File: config.mk
export PLATFORM = sky130hd
export DESIGN_NAME = yiq_luma_point_processor
export DESIGN_NICKNAME = d
export VERILOG_FILES = /design/src/hdl/yiqlp_pkg.sv /design/src/hdl/yiq_luma_point_processor.sv /design/src/hdl/yiqlp_luma_adjust.sv
export SDC_FILE = /design/constraint.sdc
export NUM_CORES = 2
export LEC_CHECK = 0
export BUFFER_PORTS_ARGS = -buffer_cell sky130_fd_sc_hd__buf_2
export CAP_MARGIN = 20
export CELL_PAD_IN_SITES_DETAIL_PLACEMENT = 1
export CELL_PAD_IN_SITES_GLOBAL_PLACEMENT = 1
export CORE_ASPECT_RATIO = 0.5
export CORE_MARGIN = 2
export CORE_UTILIZATION = 30
export DETAILED_ROUTE_END_ITERATION = 12
export PLACE_DENSITY = 0.58
export SLEW_MARGIN = 20
export SYNTH_ARGS = -nofsm -noshare
export SYNTH_HDL_FRONTEND = slang
export SYNTH_HIERARCHICAL = 1
export SYNTH_SLANG_ARGS = --single-unit
File: constraint.sdc
create_clock -name clock -period 9.71 [get_ports clock]
set_input_delay 0.4855 -clock clock [delete_from_list [all_inputs] [get_ports clock]]
set_output_delay 0.4855 -clock clock [all_outputs]
set_load 0.005 [all_outputs]
File: src/hdl/yiqlp_pkg.sv
// Shared types and constants for the YIQ luma point processor.
`timescale 1ns / 1ps
`default_nettype none
package yiqlp_pkg;

   localparam int CHAN_W     = 8;
   localparam int MODE_W     = 3;
   localparam int BRIGHT_W   = 9;
   localparam int CSR_INDEX_W = 2;
   localparam int CSR_DATA_W = 9;

   localparam logic [MODE_W-1:0] MODE_NONE      = 3'd0;
   localparam logic [MODE_W-1:0] MODE_NEGATE    = 3'd1;
   localparam logic [MODE_W-1:0] MODE_ADD       = 3'd2;
   localparam logic [MODE_W-1:0] MODE_MULTIPLY  = 3'd3;
   localparam logic [MODE_W-1:0] MODE_THRESHOLD = 3'd4;

   localparam logic [CSR_INDEX_W-1:0] REG_MODE       = 2'd0;
   localparam logic [CSR_INDEX_W-1:0] REG_BRIGHTNESS = 2'd1;
   localparam logic [CSR_INDEX_W-1:0] REG_THRESHOLD  = 2'd2;

   localparam logic [CHAN_W-1:0] CHAN_MAX = 8'd255;

   typedef struct packed {
      logic [MODE_W-1:0]          mode;
      logic signed [BRIGHT_W-1:0] brightness;
      logic [CHAN_W-1:0]          threshold;
   } cfg_type;

endpackage
`default_nettype wire

File: src/hdl/yiq_luma_point_processor.sv
// Top level: pipelined RGB to YIQ conversion, luma adjustment and conversion back.
//
//   Channel  Direction  Ports                              Moves
//   req      in         req_valid/ready, red/green/blue   one RGB pixel word
//   rsp      out        rsp_valid/ready, red/green/blue   one adjusted RGB word
//   csr      in         csr_valid/ready, index, wdata     one register write word
//
// The pipeline has six register stages, and a word passes through each of them in order;
// a new word is taken every cycle while rsp is not stalled.
// Reset clears the stage valid bits and sets mode 0, brightness 0, threshold 128.
// A stall on rsp holds stage 6 and every full stage directly behind it;
// a bubble further back is closed up by the stages behind it.
// The csr port is always ready and takes effect on the next cycle.
`timescale 1ns / 1ps
`default_nettype none
module yiq_luma_point_processor #(
   parameter int COEF_FRAC_BITS = 14
) (
   input  logic                                  clock,
   input  logic                                  reset,
   input  logic                                  req_valid,
   output logic                                  req_ready,
   input  logic [yiqlp_pkg::CHAN_W-1:0]          req_red_in,
   input  logic [yiqlp_pkg::CHAN_W-1:0]          req_green_in,
   input  logic [yiqlp_pkg::CHAN_W-1:0]          req_blue_in,
   output logic                                  rsp_valid,
   input  logic                                  rsp_ready,
   output logic [yiqlp_pkg::CHAN_W-1:0]          rsp_red_out,
   output logic [yiqlp_pkg::CHAN_W-1:0]          rsp_green_out,
   output logic [yiqlp_pkg::CHAN_W-1:0]          rsp_blue_out,
   input  logic                                  csr_valid,
   output logic                                  csr_ready,
   input  logic [yiqlp_pkg::CSR_INDEX_W-1:0]     csr_index,
   input  logic [yiqlp_pkg::CSR_DATA_W-1:0]      csr_wdata
);
   import yiqlp_pkg::*;

   localparam int F  = COEF_FRAC_BITS;
   localparam int CW = F + 2;
   localparam int PW = F + 11;
   localparam int SW = F + 10;
   localparam int LW = F + 18;
   localparam int VW = 2 * F + 20;

   localparam logic signed [CW-1:0] C_YR = CW'(((longint'(299) << F) + 500) / 1000);
   localparam logic signed [CW-1:0] C_YG = CW'(((longint'(587) << F) + 500) / 1000);
   localparam logic signed [CW-1:0] C_YB = CW'(((longint'(114) << F) + 500) / 1000);
   localparam logic signed [CW-1:0] C_IR = CW'(((longint'(596) << F) + 500) / 1000);
   localparam logic signed [CW-1:0] C_IG = CW'(((longint'(274) << F) + 500) / 1000);
   localparam logic signed [CW-1:0] C_IB = CW'(((longint'(322) << F) + 500) / 1000);
   localparam logic signed [CW-1:0] C_QR = CW'(((longint'(211) << F) + 500) / 1000);
   localparam logic signed [CW-1:0] C_QG = CW'(((longint'(523) << F) + 500) / 1000);
   localparam logic signed [CW-1:0] C_QB = CW'(((longint'(312) << F) + 500) / 1000);
   localparam logic signed [CW-1:0] C_RI = CW'(((longint'(956) << F) + 500) / 1000);
   localparam logic signed [CW-1:0] C_RQ = CW'(((longint'(621) << F) + 500) / 1000);
   localparam logic signed [CW-1:0] C_GI = CW'(((longint'(272) << F) + 500) / 1000);
   localparam logic signed [CW-1:0] C_GQ = CW'(((longint'(647) << F) + 500) / 1000);
   localparam logic signed [CW-1:0] C_BI = CW'(((longint'(1106) << F) + 500) / 1000);
   localparam logic signed [CW-1:0] C_BQ = CW'(((longint'(1703) << F) + 500) / 1000);

   localparam logic signed [VW-1:0] TOP = VW'(longint'(255)) <<< (2 * F);

   // Configuration registers.
   cfg_type cfg_ff, cfg_in;

   // Stage valid bits and advance enables.
   logic v1_ff, v2_ff, v3_ff, v4_ff, v5_ff, v6_ff;
   logic adv1, adv2, adv3, adv4, adv5, adv6;

   // Stage 1: forward matrix products.
   logic signed [PW-1:0] p_yr_ff, p_yg_ff, p_yb_ff, p_yr_in, p_yg_in, p_yb_in;
   logic signed [PW-1:0] p_ir_ff, p_ig_ff, p_ib_ff, p_ir_in, p_ig_in, p_ib_in;
   logic signed [PW-1:0] p_qr_ff, p_qg_ff, p_qb_ff, p_qr_in, p_qg_in, p_qb_in;
   logic signed [PW-1:0] r_ext, g_ext, b_ext;

   // Stage 2: Y, I and Q sums.
   logic signed [SW-1:0] y2_ff, i2_ff, q2_ff, y2_in, i2_in, q2_in;

   // Stage 3: adjusted luma.
   logic signed [LW-1:0] y3_ff, y3_in;
   logic signed [SW-1:0] i3_ff, q3_ff;

   // Stage 4: inverse matrix products.
   logic signed [VW-1:0] ys4_ff, ys4_in;
   logic signed [VW-1:0] ri4_ff, rq4_ff, gi4_ff, gq4_ff, bi4_ff, bq4_ff;
   logic signed [VW-1:0] ri4_in, rq4_in, gi4_in, gq4_in, bi4_in, bq4_in;
   logic signed [VW-1:0] i_ext, q_ext;

   // Stage 5: inverse sums.
   logic signed [VW-1:0] rs5_ff, gs5_ff, bs5_ff, rs5_in, gs5_in, bs5_in;

   // Stage 6: clamped output word.
   logic [CHAN_W-1:0] red6_ff, green6_ff, blue6_ff, red6_in, green6_in, blue6_in;

   function automatic logic [CHAN_W-1:0] clamp_channel(input logic signed [VW-1:0] v);
      logic [CHAN_W-1:0] res;
      if (v <= 0) begin
         res = '0;
      end else if (v > TOP) begin
         res = CHAN_MAX;
      end else begin
         res = v[2*F +: CHAN_W];
      end
      return res;
   endfunction

   always_comb begin
      cfg_in = cfg_ff;
      if (csr_valid) begin
         case (csr_index)
            REG_MODE:       cfg_in.mode = csr_wdata[MODE_W-1:0];
            REG_BRIGHTNESS: cfg_in.brightness = $signed(csr_wdata[BRIGHT_W-1:0]);
            REG_THRESHOLD:  cfg_in.threshold = csr_wdata[CHAN_W-1:0];
            default:        cfg_in = cfg_ff;
         endcase
      end
   end

   assign csr_ready = 1'b1;

   assign adv6 = !v6_ff || rsp_ready;
   assign adv5 = !v5_ff || adv6;
   assign adv4 = !v4_ff || adv5;
   assign adv3 = !v3_ff || adv4;
   assign adv2 = !v2_ff || adv3;
   assign adv1 = !v1_ff || adv2;
   assign req_ready = adv1;

   always_comb begin
      r_ext   = PW'($signed({1'b0, req_red_in}));
      g_ext   = PW'($signed({1'b0, req_green_in}));
      b_ext   = PW'($signed({1'b0, req_blue_in}));
      p_yr_in = PW'(C_YR) * r_ext;
      p_yg_in = PW'(C_YG) * g_ext;
      p_yb_in = PW'(C_YB) * b_ext;
      p_ir_in = PW'(C_IR) * r_ext;
      p_ig_in = PW'(C_IG) * g_ext;
      p_ib_in = PW'(C_IB) * b_ext;
      p_qr_in = PW'(C_QR) * r_ext;
      p_qg_in = PW'(C_QG) * g_ext;
      p_qb_in = PW'(C_QB) * b_ext;
   end

   always_comb begin
      y2_in = SW'(p_yr_ff + p_yg_ff + p_yb_ff);
      i2_in = SW'(p_ir_ff - p_ig_ff - p_ib_ff);
      q2_in = SW'(p_qr_ff - p_qg_ff + p_qb_ff);
   end

   yiqlp_luma_adjust #(
      .COEF_FRAC_BITS(COEF_FRAC_BITS)
   ) u_luma_adjust (
      .cfg      (cfg_ff),
      .luma     (y2_ff),
      .luma_adj (y3_in)
   );

   always_comb begin
      i_ext  = VW'(i3_ff);
      q_ext  = VW'(q3_ff);
      ys4_in = VW'(y3_ff) <<< F;
      ri4_in = VW'(C_RI) * i_ext;
      rq4_in = VW'(C_RQ) * q_ext;
      gi4_in = VW'(C_GI) * i_ext;
      gq4_in = VW'(C_GQ) * q_ext;
      bi4_in = VW'(C_BI) * i_ext;
      bq4_in = VW'(C_BQ) * q_ext;
   end

   always_comb begin
      rs5_in = ys4_ff + ri4_ff + rq4_ff;
      gs5_in = ys4_ff - gi4_ff - gq4_ff;
      bs5_in = ys4_ff - bi4_ff + bq4_ff;
   end

   always_comb begin
      red6_in   = clamp_channel(rs5_ff);
      green6_in = clamp_channel(gs5_ff);
      blue6_in  = clamp_channel(bs5_ff);
   end

   always_ff @(posedge clock) begin
      if (reset) begin
         cfg_ff.mode       <= MODE_NONE;
         cfg_ff.brightness <= '0;
         cfg_ff.threshold  <= 8'd128;
         v1_ff <= 1'b0;
         v2_ff <= 1'b0;
         v3_ff <= 1'b0;
         v4_ff <= 1'b0;
         v5_ff <= 1'b0;
         v6_ff <= 1'b0;
      end else begin
         cfg_ff <= cfg_in;
         if (adv1) v1_ff <= req_valid;
         if (adv2) v2_ff <= v1_ff;
         if (adv3) v3_ff <= v2_ff;
         if (adv4) v4_ff <= v3_ff;
         if (adv5) v5_ff <= v4_ff;
         if (adv6) v6_ff <= v5_ff;
      end
   end

   always_ff @(posedge clock) begin
      if (adv1) begin
         p_yr_ff <= p_yr_in;
         p_yg_ff <= p_yg_in;
         p_yb_ff <= p_yb_in;
         p_ir_ff <= p_ir_in;
         p_ig_ff <= p_ig_in;
         p_ib_ff <= p_ib_in;
         p_qr_ff <= p_qr_in;
         p_qg_ff <= p_qg_in;
         p_qb_ff <= p_qb_in;
      end
      if (adv2) begin
         y2_ff <= y2_in;
         i2_ff <= i2_in;
         q2_ff <= q2_in;
      end
      if (adv3) begin
         y3_ff <= y3_in;
         i3_ff <= i2_ff;
         q3_ff <= q2_ff;
      end
      if (adv4) begin
         ys4_ff <= ys4_in;
         ri4_ff <= ri4_in;
         rq4_ff <= rq4_in;
         gi4_ff <= gi4_in;
         gq4_ff <= gq4_in;
         bi4_ff <= bi4_in;
         bq4_ff <= bq4_in;
      end
      if (adv5) begin
         rs5_ff <= rs5_in;
         gs5_ff <= gs5_in;
         bs5_ff <= bs5_in;
      end
      if (adv6) begin
         red6_ff   <= red6_in;
         green6_ff <= green6_in;
         blue6_ff  <= blue6_in;
      end
   end

   assign rsp_valid     = v6_ff;
   assign rsp_red_out   = red6_ff;
   assign rsp_green_out = green6_ff;
   assign rsp_blue_out  = blue6_ff;

endmodule
`default_nettype wire

File: src/hdl/yiqlp_luma_adjust.sv
// Luma adjustment stage: applies the selected point operation to Y.
`timescale 1ns / 1ps
`default_nettype none
module yiqlp_luma_adjust #(
   parameter int COEF_FRAC_BITS = 14
) (
   input  yiqlp_pkg::cfg_type                  cfg,
   input  logic signed [COEF_FRAC_BITS+9:0]    luma,
   output logic signed [COEF_FRAC_BITS+17:0]   luma_adj
);
   import yiqlp_pkg::*;

   localparam int F  = COEF_FRAC_BITS;
   localparam int LW = F + 18;

   localparam logic signed [LW-1:0] FULL_SCALE = LW'(longint'(255) <<< F);

   logic signed [LW-1:0] y_wide;
   logic signed [LW-1:0] diff;
   logic signed [LW-1:0] thr_scaled;

   always_comb begin
      y_wide     = LW'(luma);
      diff       = y_wide - FULL_SCALE;
      thr_scaled = LW'({1'b0, cfg.threshold}) <<< F;
      case (cfg.mode)
         MODE_NEGATE:    luma_adj = diff[LW-1] ? -diff : diff;
         MODE_ADD:       luma_adj = y_wide + (LW'(cfg.brightness) <<< F);
         MODE_MULTIPLY:  luma_adj = y_wide * LW'(cfg.brightness);
         MODE_THRESHOLD: luma_adj = (y_wide > thr_scaled) ? FULL_SCALE : '0;
         default:        luma_adj = y_wide;
      endcase
   end

endmodule
`default_nettype wire
==> flow_summary.json <==
{
  "synthArstFlopShare_pct": 0,
  "nets": 11819,
  "route.top_layer_used": "met5",
  "drive_gt1_share_pct": 3.70,
  "ff2ff_path_depth": 21,
  "clockRootBuffer": "clkbuf_16",
  "multi_input_area_um2": 65200,
  "avgViaCountPerCell": 4.84,
  "antenna_found_initial": 11,
  "fin_crit_sh_pct": 77.2,
  "maxCapViolations": 0,
  "wl_met2_um": 133000,
  "critPathMaxStageDelay_ns": 0.79,
  "criticalPathCategory": "reg -> reg",
  "numCtsBuffers": 91,
  "wl_met1_um": 139000,
  "min_path_cells": 3,
  "crit_slowest_cell": "edfxtp_1",
  "wl_um": 289000,
  "clk-insertion-delay-late_ns": 0.77,
  "syn_avg_cell_area_um2": 10.4,
  "arrival_ns": 8.00,
  "synth_cell_type_count": 98,
  "startpoint_type": "register",
  "crit_path_frequent_cell": "fa_1",
  "grt_pass1_wl_um": 443000,
  "cts_tree": "built",
  "hold_class": "in -> reg",
  "track_usage_pct": 18.1,
  "clock_skew_ns": 0.0597,
  "grt_setup_unrepaired": "no",
  "drc": 0,
  "vias": 65169,
  "dpl.hpwl_um": 245000,
  "place.gp.congestion": 0.894,
  "start_util_pct": 30.2,
  "hold_viol_final": 0,
  "yosysSeqAreaShare_pct": 23.6,
  "cp_top_family": "adder cells",
  "yosys_most_used_dff": "edfxtp_1",
  "die_x_um": 798,
  "clock_sinks": 751,
  "clk_path_buf_depth": 3,
  "wl_met3_um": 10500,
  "yosys_warnings": 6,
  "cp.required_ns": 10.21,
  "finalSetupTns_ns": 0,
  "seq_area_um2": 22300,
  "cts-htree-levels": 3,
  "portBuffers": 65,
  "max_slew_margin_pct": 29.8,
  "wl_per_cell_um": 21.5,
  "die_area_um2": 320000,
  "path_cells": "inv_1, fa_1, fa_1, inv_1, fa_1, fa_1, fa_1, inv_1, fa_1, inv_1, ha_1, nand3_1, or3_1, nor2_1, o21ai_0, a21oi_1, o21ai_0, a21oi_1, nand2_1, a31oi_1, o211ai_1",
  "tightest_slew_ns": 1.05,
  "overflow": 0,
  "core-area_um2": 313000,
  "crit_path_max_fanout": 9,
  "cts_setup_buffers": 0,
  "syn_area_um2": 94600,
  "slew_viol_final": 0,
  "end_kind": "register",
  "ios": 67,
  "synthCells": 9079,
  "grt_max_degree": 105,
  "status": "finished, final reports clean",
  "drtPass1Iterations": 5,
  "areaGrowthSynthToFinish_pct": 9.35,
  "fin_crit_ns": 7.50,
  "clkTransAtPathRegs_ns": 0.07,
  "die-height_um": 401,
  "max_freq_mhz": 133,
  "critical_path_depth": 21,
  "fill_cells": 35272,
  "ys_ff_latch": 751,
  "rows": 145,
  "finalSetupViolCount": 0,
  "path_buf_inv": 4,
  "drt.antenna.violating_nets": 0,
  "grt_pass1_vias": 70910,
  "synth_nets": 11703,
  "first_iter_violations": 3203,
  "synth_edf_count": 725
}
[sequential cells by signal (all words and copies together), names as in the netlist, 21 cells and up]
name,flops
bi4_ff,39
i3_ff,24
bq4_ff,37
y2_ff,24
p_yr_ff,21
rs5_ff,48
q2_ff,22
i2_ff,23
ri4_ff,39
y3_ff,32
bs5_ff,47
p_yg_ff,22
gq4_ff,34
p_ir_ff,21
q3_ff,22
gi4_ff,33
rq4_ff,35
ys4_ff,32
gs5_ff,43
[synthesized netlist by cell type, types with 10 or more instances]
cell type,n,share of area (%)
a2111oi_0,13,0.12
nor2_1,458,1.8
o2111ai_1,15,0.14
o21bai_1,80,0.64
a311oi_1,12,0.11
a211oi_1,57,0.45
a31o_2,10,0.093
and2_1,151,1.0
or2_2,29,0.19
a21oi_1,461,2.4
a211o_1,14,0.13
o311ai_0,10,0.093
nor4_1,52,0.34
a31oi_1,53,0.35
o21ai_0,299,1.6
o22ai_1,17,0.11
fa_1,1180,25
nand3_1,122,0.65
nor2b_1,82,0.54
nand2_1,345,1.4
edfxtp_1,725,23
inv_1,1783,7.1
nand2b_1,79,0.52
nor3_1,114,0.60
clkbuf_1,92,0.37
o21a_1,89,0.71
ha_1,1404,19
and3_1,51,0.34
xor2_1,178,1.6
a21o_1,212,1.7
and4_1,13,0.12
a21boi_0,39,0.31
a41oi_1,13,0.12
or3_1,44,0.29
nand4_1,45,0.30
o31ai_1,25,0.20
dfxtp_1,26,0.55
xnor2_1,432,4.0
mux2i_1,27,0.29
a221oi_1,12,0.11
o211ai_1,30,0.24
[routing by layer]
layer  GRT usage, %  vias up
met2           30.0      824
met3           2.45      240
met1           25.2    33398
met4           3.79        4
met5              0        -
li1               -    30703
[worst paths after layout]
check | startpoint | endpoint | slack (ns)
worst min register to register | y3_ff[4] | ys4_ff[18] | 0.41
worst max register to register | q3_ff[11] | rq4_ff[35] | 2.21
worst min-delay path | csr_wdata[0] | cfg_ff[8] | 0.07
worst max-delay path | q3_ff[11] | rq4_ff[35] | 2.21
[metrics by stage]
stage | instances | utilization, % | hold WS (ns) | instance area [um2] | worst slack [ns]
after floorplan | 9079 | - | 0.400 | 94600 | 1.89
after global placement | 13284 | 32.0 | 0.402 | 100000 | 2.44
after detailed placement | 13284 | 32.0 | 0.406 | 100000 | 2.26
after CTS | 13458 | 33.0 | 0.000740 | 103000 | 2.28
after global routing | 13458 | 33.0 | 0.0225 | 103000 | 1.88
final | 13461 | 33.0 | 0.0656 | 103000 | 2.21
[layout by cell type (no fill, tap or decap), types with 29 or more instances in the layout]
| master | synthesis | routed |
|---|---|---|
| nand2_1 | 345 | 343 |
| nand2b_1 | 79 | 79 |
| inv_1 | 1783 | 1782 |
| or3_1 | 44 | 44 |
| or2_2 | 29 | 29 |
| clkbuf_16 | 0 | 91 |
| a211oi_1 | 57 | 57 |
| o211ai_1 | 30 | 30 |
| and2_1 | 151 | 151 |
| o21a_1 | 89 | 89 |
| and3_1 | 51 | 51 |
| fa_1 | 1180 | 1180 |
| buf_2 | 7 | 65 |
| nand3_1 | 122 | 121 |
| edfxtp_1 | 725 | 725 |
| a31oi_1 | 53 | 53 |
| buf_4 | 1 | 58 |
| a21o_1 | 212 | 212 |
| nand4_1 | 45 | 45 |
| a21oi_1 | 461 | 461 |
| nor3_1 | 114 | 114 |
| ha_1 | 1404 | 1404 |
| xnor2_1 | 432 | 432 |
| a21boi_0 | 39 | 39 |
| o21ai_0 | 299 | 298 |
| o21bai_1 | 80 | 80 |
| nor2b_1 | 82 | 82 |
| xor2_1 | 178 | 178 |
| nor2_1 | 458 | 458 |
| nor4_1 | 52 | 52 |
[cells by family (layout without fill, tap and decap cells)]
family | after synthesis | in the layout | share of synthesized area (%)
XOR/XNOR | 610 | 610 | 5.65
adder cells (fa/ha/maj) | 2584 | 2584 | 43.6
AO/OA/AOI/OAI | 1574 | 1574 | 10.8
other | 2 | 5 | 0.00794
multiplexers | 31 | 31 | 0.333
buffers and inverters | 1891 | 2081 | 7.52
flip-flops | 751 | 751 | 23.6
AND/OR/NAND/NOR | 1636 | 1636 | 8.56
[timing repair]
item | CTS | global route
hold endpoints to repair | 12 | 0
endpoints found under the setup margin | 0 | 0
hold buffers | 7 | 0
gates resized for setup | 0 | 0
[cell type report]
type	instances	area share, %
tap	4189	5.07
clock inverter	69	0.791
timing repair buffer	131	0.823
clock buffer	98	2.23
sequential	751	21.6
inverter	1783	6.48
multi-input combinational	6437	63.0
antenna	3	0.00726
[worst reg2reg max path: stages, from the launching register on]
cell and delay, ns:
edfxtp_1 0.79, inv_1 0.28, fa_1 0.71, fa_1 0.47, inv_1 0.09, fa_1 0.44, fa_1 0.51, fa_1 0.51
inv_1 0.06, fa_1 0.49, inv_1 0.06, ha_1 0.39, nand3_1 0.24, or3_1 0.44, nor2_1 0.09, o21ai_0 0.12
a21oi_1 0.30, o21ai_0 0.21, a21oi_1 0.55, nand2_1 0.16, a31oi_1 0.25, o211ai_1 0.12
Power is not shown: default switching activity piles up to over one toggle a cycle in this logic, so the estimate is an artifact.
